<file path="src/hdl/cpmc_pkg.sv">
// ----------------------------------------------------------------------------
// cpmc_pkg
// Shared types, codes and helpers of the cascaded PID motor controller.
// ----------------------------------------------------------------------------
package cpmc_pkg;

    // Encoder counts per mechanical turn and the hard drive bound
    localparam int ENCODER_COUNTS = 8192;
    localparam int HALF_COUNTS    = ENCODER_COUNTS / 2;
    localparam int CURRENT_MAX    = 16384;

    // Scale constants: degrees per turn, milliseconds per second
    localparam int ANGLE_FULL = 360;
    localparam int MS_PER_S   = 1000;

    // Shared arithmetic unit sizes
    localparam int ACC_W     = 80;
    localparam int QUOT_W    = 48;
    localparam int DIV_STEPS = 80;
    localparam int STEP_W    = 6;
    localparam int GAIN_W    = 16;
    localparam int MPLR_W    = 32;

    localparam logic signed [47:0] SAT47   = 48'sh7FFF_FFFF_FFFF;
    localparam logic signed [65:0] SAT_HI  = 66'sh7FFF_FFFF_FFFF;
    localparam logic signed [65:0] SAT_LO  = -66'sh7FFF_FFFF_FFFF;

    // Command codes
    localparam logic [3:0] CMD_FEEDBACK     = 4'd0;
    localparam logic [3:0] CMD_TICK         = 4'd1;
    localparam logic [3:0] CMD_CURRENT      = 4'd2;
    localparam logic [3:0] CMD_SPEED        = 4'd3;
    localparam logic [3:0] CMD_POSITION     = 4'd4;
    localparam logic [3:0] CMD_DISABLE      = 4'd5;
    localparam logic [3:0] CMD_ZERO         = 4'd6;
    localparam logic [3:0] CMD_SPEED_CORR   = 4'd7;
    localparam logic [3:0] CMD_CURRENT_CORR = 4'd8;

    // Status codes
    localparam logic [1:0] STS_OK      = 2'd0;
    localparam logic [1:0] STS_BAD_ARG = 2'd1;
    localparam logic [1:0] STS_NO_INIT = 2'd2;
    localparam logic [1:0] STS_BAD_CFG = 2'd3;

    // Register indexes
    localparam logic [2:0] REG_PERIOD     = 3'd0;
    localparam logic [2:0] REG_TIMEOUT    = 3'd1;
    localparam logic [2:0] REG_CUR_LIMIT  = 3'd2;
    localparam logic [2:0] REG_MAX_SPEED  = 3'd3;
    localparam logic [2:0] REG_SPD_GAINS  = 3'd4;
    localparam logic [2:0] REG_SPD_ILIMIT = 3'd5;
    localparam logic [2:0] REG_POS_GAINS  = 3'd6;
    localparam logic [2:0] REG_POS_ILIMIT = 3'd7;

    typedef enum logic [1:0] {
        MODE_NONE,
        MODE_CURRENT,
        MODE_SPEED,
        MODE_POSITION
    } t_mode;

    typedef enum logic {
        LOOP_SPEED,
        LOOP_POS
    } t_loop;

    typedef enum logic [4:0] {
        ST_IDLE,
        ST_EXEC,
        ST_ANG_GO,
        ST_ANG_MUL,
        ST_ANG_DIV,
        ST_ANG_END,
        ST_PID,
        ST_I_MUL,
        ST_I_DIV,
        ST_I_END,
        ST_D_MUL,
        ST_D_DIV,
        ST_D_END,
        ST_K_MUL,
        ST_K_END,
        ST_SPD_ERR,
        ST_DRIVE,
        ST_DONE
    } t_state;

    // Request to the shared multiply / divide unit
    typedef struct packed {
        logic              mul_go;
        logic              div_go;
        logic              acc_clr;
        logic              sgn;
        logic [STEP_W-1:0] steps;
    } t_arith_req;

    // Saturate a wide signed value to +-(2^47-1)
    function automatic logic signed [47:0] sat47(input logic signed [65:0] x);
        logic signed [47:0] r;
        if (x > SAT_HI) begin
            r = SAT47;
        end else if (x < SAT_LO) begin
            r = -SAT47;
        end else begin
            r = x[47:0];
        end
        return r;
    endfunction

endpackage

</file>
<file path="src/hdl/cpmc_arith.sv">
// ----------------------------------------------------------------------------
// cpmc_arith
// Shared shift-add multiplier (one multiplier bit per cycle) and restoring
// divider (one quotient bit per cycle, with an overflow flag on the quotient).
// ----------------------------------------------------------------------------
module cpmc_arith (
    input  logic                  i_clk,
    input  logic                  i_rst_n,
    input  cpmc_pkg::t_arith_req  i_req,
    input  logic [79:0]           i_mcand,
    input  logic [31:0]           i_mplier,
    input  logic [79:0]           i_dividend,
    input  logic [31:0]           i_divisor,
    output logic                  o_busy,
    output logic [79:0]           o_acc,
    output logic [47:0]           o_quot,
    output logic                  o_ovf
);
    import cpmc_pkg::*;

    localparam int DCNT_W = $clog2(DIV_STEPS + 1);

    logic [ACC_W-1:0]  r_mcand;
    logic [MPLR_W-1:0] r_mplier;
    logic [STEP_W-1:0] r_mcnt;
    logic              r_sgn;
    logic [ACC_W-1:0]  r_acc;

    logic [ACC_W-1:0]  r_dvd;
    logic [31:0]       r_dsor;
    logic [31:0]       r_rem;
    logic [QUOT_W-1:0] r_quot;
    logic              r_ovf;
    logic [DCNT_W-1:0] r_dcnt;

    logic [ACC_W-1:0]  w_addend;
    logic [32:0]       w_trial;
    logic              w_ge;
    logic [31:0]       w_rem_nx;

    // Partial product of this step; the top bit of a signed multiplier weighs negative
    always_comb begin
        if (!r_mplier[0]) begin
            w_addend = '0;
        end else if (r_sgn && (r_mcnt == STEP_W'(1))) begin
            w_addend = -r_mcand;
        end else begin
            w_addend = r_mcand;
        end
    end

    // Trial subtract of one restoring step
    always_comb begin
        w_trial  = {r_rem, r_dvd[ACC_W-1]};
        w_ge     = (w_trial >= {1'b0, r_dsor});
        w_rem_nx = w_ge ? 32'(w_trial - {1'b0, r_dsor}) : w_trial[31:0];
    end

    // Multiplier
    always_ff @(posedge i_clk) begin
        if (!i_rst_n) begin
            r_mcnt <= '0;
        end else if (i_req.mul_go) begin
            r_mcnt <= i_req.steps;
        end else if (r_mcnt != '0) begin
            r_mcnt <= r_mcnt - STEP_W'(1);
        end
    end

    always_ff @(posedge i_clk) begin
        if (i_req.mul_go) begin
            r_mcand  <= i_mcand;
            r_mplier <= i_mplier;
            r_sgn    <= i_req.sgn;
            if (i_req.acc_clr) begin
                r_acc <= '0;
            end
        end else if (r_mcnt != '0) begin
            r_acc    <= r_acc + w_addend;
            r_mcand  <= {r_mcand[ACC_W-2:0], 1'b0};
            r_mplier <= {1'b0, r_mplier[MPLR_W-1:1]};
        end
    end

    // Divider
    always_ff @(posedge i_clk) begin
        if (!i_rst_n) begin
            r_dcnt <= '0;
        end else if (i_req.div_go) begin
            r_dcnt <= DCNT_W'(DIV_STEPS);
        end else if (r_dcnt != '0) begin
            r_dcnt <= r_dcnt - DCNT_W'(1);
        end
    end

    always_ff @(posedge i_clk) begin
        if (i_req.div_go) begin
            r_dvd  <= i_dividend;
            r_dsor <= i_divisor;
            r_rem  <= '0;
            r_quot <= '0;
            r_ovf  <= 1'b0;
        end else if (r_dcnt != '0) begin
            r_dvd  <= {r_dvd[ACC_W-2:0], 1'b0};
            r_rem  <= w_rem_nx;
            r_quot <= {r_quot[QUOT_W-2:0], w_ge};
            r_ovf  <= r_ovf | r_quot[QUOT_W-1];
        end
    end

    assign o_busy = (r_mcnt != '0) || (r_dcnt != '0);
    assign o_acc  = r_acc;
    assign o_quot = r_quot;
    assign o_ovf  = r_ovf;

endmodule

</file>
<file path="config.mk">
export PLATFORM = sky130hd
export DESIGN_NAME = cpmc_arith
export DESIGN_NICKNAME = d
export VERILOG_FILES = /design/src/hdl/cpmc_pkg.sv /design/src/hdl/cpmc_arith.sv
export SDC_FILE = /design/constraint.sdc
export NUM_CORES = 1
export LEC_CHECK = 0
export ABC_CLOCK_PERIOD_IN_PS = 9100
export BUFFER_PORTS_ARGS = -buffer_cell sky130_fd_sc_hd__buf_4
export CORE_MARGIN = 4
export CORE_UTILIZATION = 50
export CTS_CLUSTER_SIZE = 20
export DETAILED_ROUTE_END_ITERATION = 8
export GPL_TIMING_DRIVEN = 1
export PLACE_DENSITY = 0.71
export SETUP_SLACK_MARGIN = 0.15
export SLEW_MARGIN = 10
export SYNTH_ARGS = -nofsm -noshare
export SYNTH_HDL_FRONTEND = slang
export SYNTH_SLANG_ARGS = --single-unit
</file>
<file path="constraint.sdc">
create_clock -name i_clk -period 9.1 [get_ports i_clk]
set_clock_uncertainty 0.2 [all_clocks]
set_input_delay 2.73 -clock i_clk [delete_from_list [all_inputs] [get_ports i_clk]]
set_output_delay 2.73 -clock i_clk [all_outputs]
set_load 0.02 [all_outputs]
</file>
# After elaboration in Yosys (flattened, before gate mapping)
# Index checks and enable logic that the tools add are counted.
# totals
ff_bits,399
latchBits,0
ramBits,0
rom_bits,0
in_bits,236
elab_cells,46
memories,0
# classes
n_addsub,5
n_mul,0
div_mod_pow,0
n_lt_le_gt_ge,1
n_eq_ne,2
n_shift,0
muxes,16
n_bitwise,2
reduce_logical,8
# op_table
cell,count
$mux 80,9
$mux 32,3
$add 80x80->80,1
$neg 80->80,1
$ge 33x32->1,1
$sub 32x32->32,1
$mux 7,2
$mux 6,2
$reduce_bool 7->1,1
$sub 7x1->7 const B,1
$eq 6x1->1 const B,1
$reduce_bool 6->1,1
$sub 6x1->6 const B,1
$reduce_bool 2->1,2
$ne 2x2->1 const B,1
$reduce_and 2->1,1
$reduce_or 2->1,1
$logic_and 1x1->1,1
$logic_or 1x1->1,1
$not 1->1,1
$or 1x1->1,1

# Longest topological paths before layout
# logic_depth
word_depth,7
depth_mapped,22

# Least setup slack after synthesis
# Ideal clock, no wire load.
# synth_path
path_type,input-to-reg
from,input port i_req[9] (netlist name)
to,register r_mcand[0] (enable)
setup_time_ns,0.490
t_arrival_ns,5.999
required_ns,8.410
slack_ns,2.411
path_stages,3
n_path_buf,2
cell_sequence,clkbuf_1 clkbuf_1 nand2b_1
# synth_via
elab_chain_len,1
# synth_rtl
element,line,rtl
start: declaration,cpmc_arith.sv:9,"input cpmc_pkg::t_arith_req i_req,"
$reduce_bool 2->1 (no source line),-,
end signal: assignment,cpmc_arith.sv:72,r_mcand <= i_mcand;
end signal: assignment,cpmc_arith.sv:80,"r_mcand <= {r_mcand[ACC_W-2:0], 1'b0};"
end: declaration,cpmc_arith.sv:23,logic [ACC_W-1:0] r_mcand;
# No other way between the ends.
# A chain may end at the register's enable or synchronous reset.

# Final worst setup path
# layout_path
from,register r_mcand[3]
to,"register r_acc[71], in the netlist o_acc[71], data pin"
# layout_via
elab_chain_len,6
# layout_rtl
element,line,rtl
$neg 80->80,cpmc_arith.sv:46,w_addend = -r_mcand;
$mux 80 *,cpmc_arith.sv:45,end else if (r_sgn && (r_mcnt == STEP_W'(1))) begin
$mux 80 *,cpmc_arith.sv:43,if (!r_mplier[0]) begin
$add 80x80->80 *,cpmc_arith.sv:79,r_acc <= r_acc + w_addend;
$mux 80 *,cpmc_arith.sv:78,end else if (r_mcnt != '0) begin
$mux 80 *,cpmc_arith.sv:71,if (i_req.mul_go) begin
end signal: assignment,cpmc_arith.sv:79,
end: declaration,cpmc_arith.sv:27,logic [ACC_W-1:0] r_acc;
# Mark *: on every way between the ends. The rest lies on a longest branch, timed or not. The select of a mux whose other input is x is not followed.

==> impl_metrics.env <==
export IMPL_gr_total_overflow=0
export IMPL_drcViolationCount=0
export IMPL_post_route_period_util=0.799
export IMPL_dp_slack_ns=2.05
export IMPL_rows=80
export IMPL_worst_pin_slew_ns=1.18
export IMPL_routed_wl_met2_microns=33100
export IMPL_clk_latency_ns=0.59
export IMPL_initial_core_util=0.510
export IMPL_fin_hold_ws_ns=0.271
export IMPL_routed_top_layer="met5"
export IMPL_post_cts_buffers=0
export IMPL_max_freq_ghz=0.138
export IMPL_final_area_sq_mm=0.0293
export IMPL_yosys_area_top_type="edfxtp_1"
export IMPL_area_delta_synth_final_pct=19.2
export IMPL_syn_cell_area_sq_mm=0.0246
export IMPL_slew_headroom=0.207
export IMPL_placed_area_sq_mm=0.0278
export IMPL_grt_pass1_vias=20000
export IMPL_drt_iter0_markers=1605
export IMPL_hp_class="reg -> reg"
export IMPL_crit_path_end_kind="flip-flop"
export IMPL_ctsLongestPathBuffers=3
export IMPL_slew_viol_final=0
export IMPL_clkPwrFrac=0.220
export IMPL_vias=20300
export IMPL_setup_violations=0
export IMPL_dp_hpwl_microns=52900
export IMPL_synth_top_cells_by_area="edfxtp_1 (37%), mux2_2 (8.8%), dfxtp_1 (7.7%), ha_1 (6.0%), a21oi_1 (4.6%)"
export IMPL_vdd_drop_max_v=0.000195
export IMPL_p_comb_frac=0.442
export IMPL_async_flop_share=0
export IMPL_synth_adder_area_share=0.0612
export IMPL_synthMostInstantiatedCell="edfxtp_1"
export IMPL_synth_compound_area_frac=0.152
export IMPL_ys_ff_latch=399
export IMPL_dieArea_sq_mm=0.0527
export IMPL_clkTransAtPathRegs_ns=0.06
export IMPL_criticalPathCategory="reg -> reg"
export IMPL_synth_simple_area_share=0.153
export IMPL_wl_met3_microns=5900
export IMPL_tns_ns=0
export IMPL_grt_start_max_net_pins=94
export IMPL_synth_edf_count=305
export IMPL_htreeDepth=2
export IMPL_wl_met1_microns=30500
export IMPL_powerDensity_mw_per_mm2=292
export IMPL_ys_types=76
export IMPL_fin_util=0.608
export IMPL_wl_per_cell_microns=20.6
export IMPL_synth_xor_area_share=0.0578
export IMPL_cts_hold_buf=0
export IMPL_final_cells=3467
export IMPL_drive_above_1_share=0.238
export IMPL_regArea_sq_mm=0.0110
export IMPL_antenna_found_initial=9
export IMPL_cts_resized=0
export IMPL_synth_area_per_cell_sq_um=9.91
export IMPL_cts_tree="done"
export IMPL_synth_mux_area_frac=0.0922
export IMPL_gp_congestion=0.980
export IMPL_rsz0062_at_grt="false"
export IMPL_internal_power_mw=5.17
export IMPL_multi_input_area_sq_mm=0.0127
export IMPL_required_ns=9.20
export IMPL_finalPower_mw=8.55
export IMPL_synth_top_flop_cell="edfxtp_1"
export IMPL_switching_power_mw=3.37
export IMPL_period_minus_slack_ns=7.27
export IMPL_cp_max_fo=10
export IMPL_track_usage=0.259
export IMPL_synth_seq_area_share=0.450
export IMPL_placed_cells=3380
export IMPL_antenna_left=0
export IMPL_die_y_microns=230
export IMPL_wl_microns=71500
export IMPL_routed_via_density=5.87
export IMPL_hold_viol_final=0
export IMPL_swShare=0.395
export IMPL_synth_top_family_by_area="simple AND/OR/NAND/NOR gates"
export IMPL_io_pins=366
export IMPL_status="finished clean"
export IMPL_layout_setup_ws_ns=1.83
export IMPL_synthCells=2478
export IMPL_final_nets=3126
export IMPL_drt_pre_antenna_iters=5
export IMPL_core_region_area_sq_mm=0.0481
export IMPL_fillers=4012
export IMPL_clockRootBuffer="clkbuf_16"
export IMPL_io_buffers=365
export IMPL_p_leak_nw=12.0
export IMPL_maxCapViolCount=0
export IMPL_startpoint_type="flip-flop"
export IMPL_die_w_microns=230
export IMPL_synth_nets=2833
export IMPL_cts_sinks=399
export IMPL_cp_arrival_ns=7.37
export IMPL_synth_top_area_frac=0.373
export IMPL_pwr_share_seq=0.337
export IMPL_numCtsBuffers=45
export IMPL_synth_commonest_cells="edfxtp_1 (305), a21oi_1 (224), nand2_1 (216)"
export IMPL_yosys_warnings=0
export IMPL_grt_first_pass_wirelength_microns=110000
==> path summary, 6_finish.rpt <==
| path | from | endpoint | slack, ns | cells after the start |
|---|---|---|---|---|
| min reg2reg | o_quot[38] | o_quot[38] | 0.27 | 2 |
| max | r_mcand[3] | o_acc[71] | 1.83 | 18 |
| min | o_quot[38] | o_quot[38] | 0.27 | 2 |
| max reg2reg | r_mcand[3] | o_acc[71] | 1.83 | 18 |
==> per-layer routing <==
layer  vias up  global-route usage
li1       9653                   -
met1      9808               0.340
met2       738               0.421
met3       136              0.0680
met4        10              0.0795
met5         -                   0
==> worst max-delay path: stages, from the launching register on <==
cell	delay (ns)
edfxtp_1	0.46
or4_1	0.57
nor3b_1	0.66
nand3_1	0.29
nor3_2	0.61
nand2_1	0.10
nand2_1	0.30
o21ai_0	0.18
xor2_1	0.16
and2_1	0.17
ha_1	0.44
nand4_1	0.21
nor3_1	0.29
or4b_2	0.61
o32ai_1	0.44
o21ai_0	0.44
a2111oi_0	0.64
o21a_1	0.18
nor3_1	0.04
==> power groups by stage <==
stage	clock network [mW]	logic, mW	registers (mW)
floorplan	0	2.56	2.97
global placement	0	3.67	2.90
detailed placement	0	3.73	2.91
CTS	1.92	3.75	2.88
global route	1.99	4.16	2.92
finish	1.88	3.78	2.88
==> sequential cells by signal, summed over array words and instances (netlist names) <==
register,count
o_quot,48
r_dsor,32
r_mcand,80
o_acc,80
r_rem,32
r_dvd,80
r_dcnt,7
r_mcnt,6
r_mplier,32
o_ovf,1
r_sgn,1
==> cells in the final DEF (no fill, tap or decap), types with 6 or more instances in the layout <==
master,n
a21oi_1,224
buf_4,379
or3_1,14
a211oi_1,41
a31oi_1,16
mux2_2,192
ha_1,117
xnor2_1,93
mux2i_1,9
a41oi_1,11
clkinv_2,9
clkbuf_16,45
nand3_1,22
a21boi_0,15
o21ai_0,113
a221oi_1,7
clkbuf_1,8
nor2b_1,18
nand2_1,216
o21a_1,21
edfxtp_1,305
nor2_1,202
and2_1,80
nand2b_1,23
o211ai_1,6
xor2_1,69
dfxtp_1,94
nand4_1,45
nor4_1,15
inv_1,81
o31ai_1,19
and3_1,14
o21bai_1,30
nor3_1,88
a21o_1,61
bufinv_16,6
nor3b_1,7
==> final cells by class <==
type / instances / area share
Sequential cell: 399 / 0.377
Clock inverter: 30 / 0.0118
Inverter: 81 / 0.0104
Tap cell: 656 / 0.0280
Multi-Input combinational cell: 1863 / 0.435
Timing Repair Buffer: 381 / 0.0981
Antenna cell: 4 / 0.000342
Clock buffer: 53 / 0.0395
==> cell families (layout without fill, tap and decap cells) <==
kind of cell               count (synthesis)  after routing
other                                      0              4
buffers and inverters                    216            545
DFF                                      399            399
muxes                                    202            202
xor gates and xnor gates                 162            162
AOI/OAI and AO/OA                        603            603
adders and majority gates                119            119
and+or+nand+nor                          777            777
No activity file was read; power rests on OpenSTA's default activity.
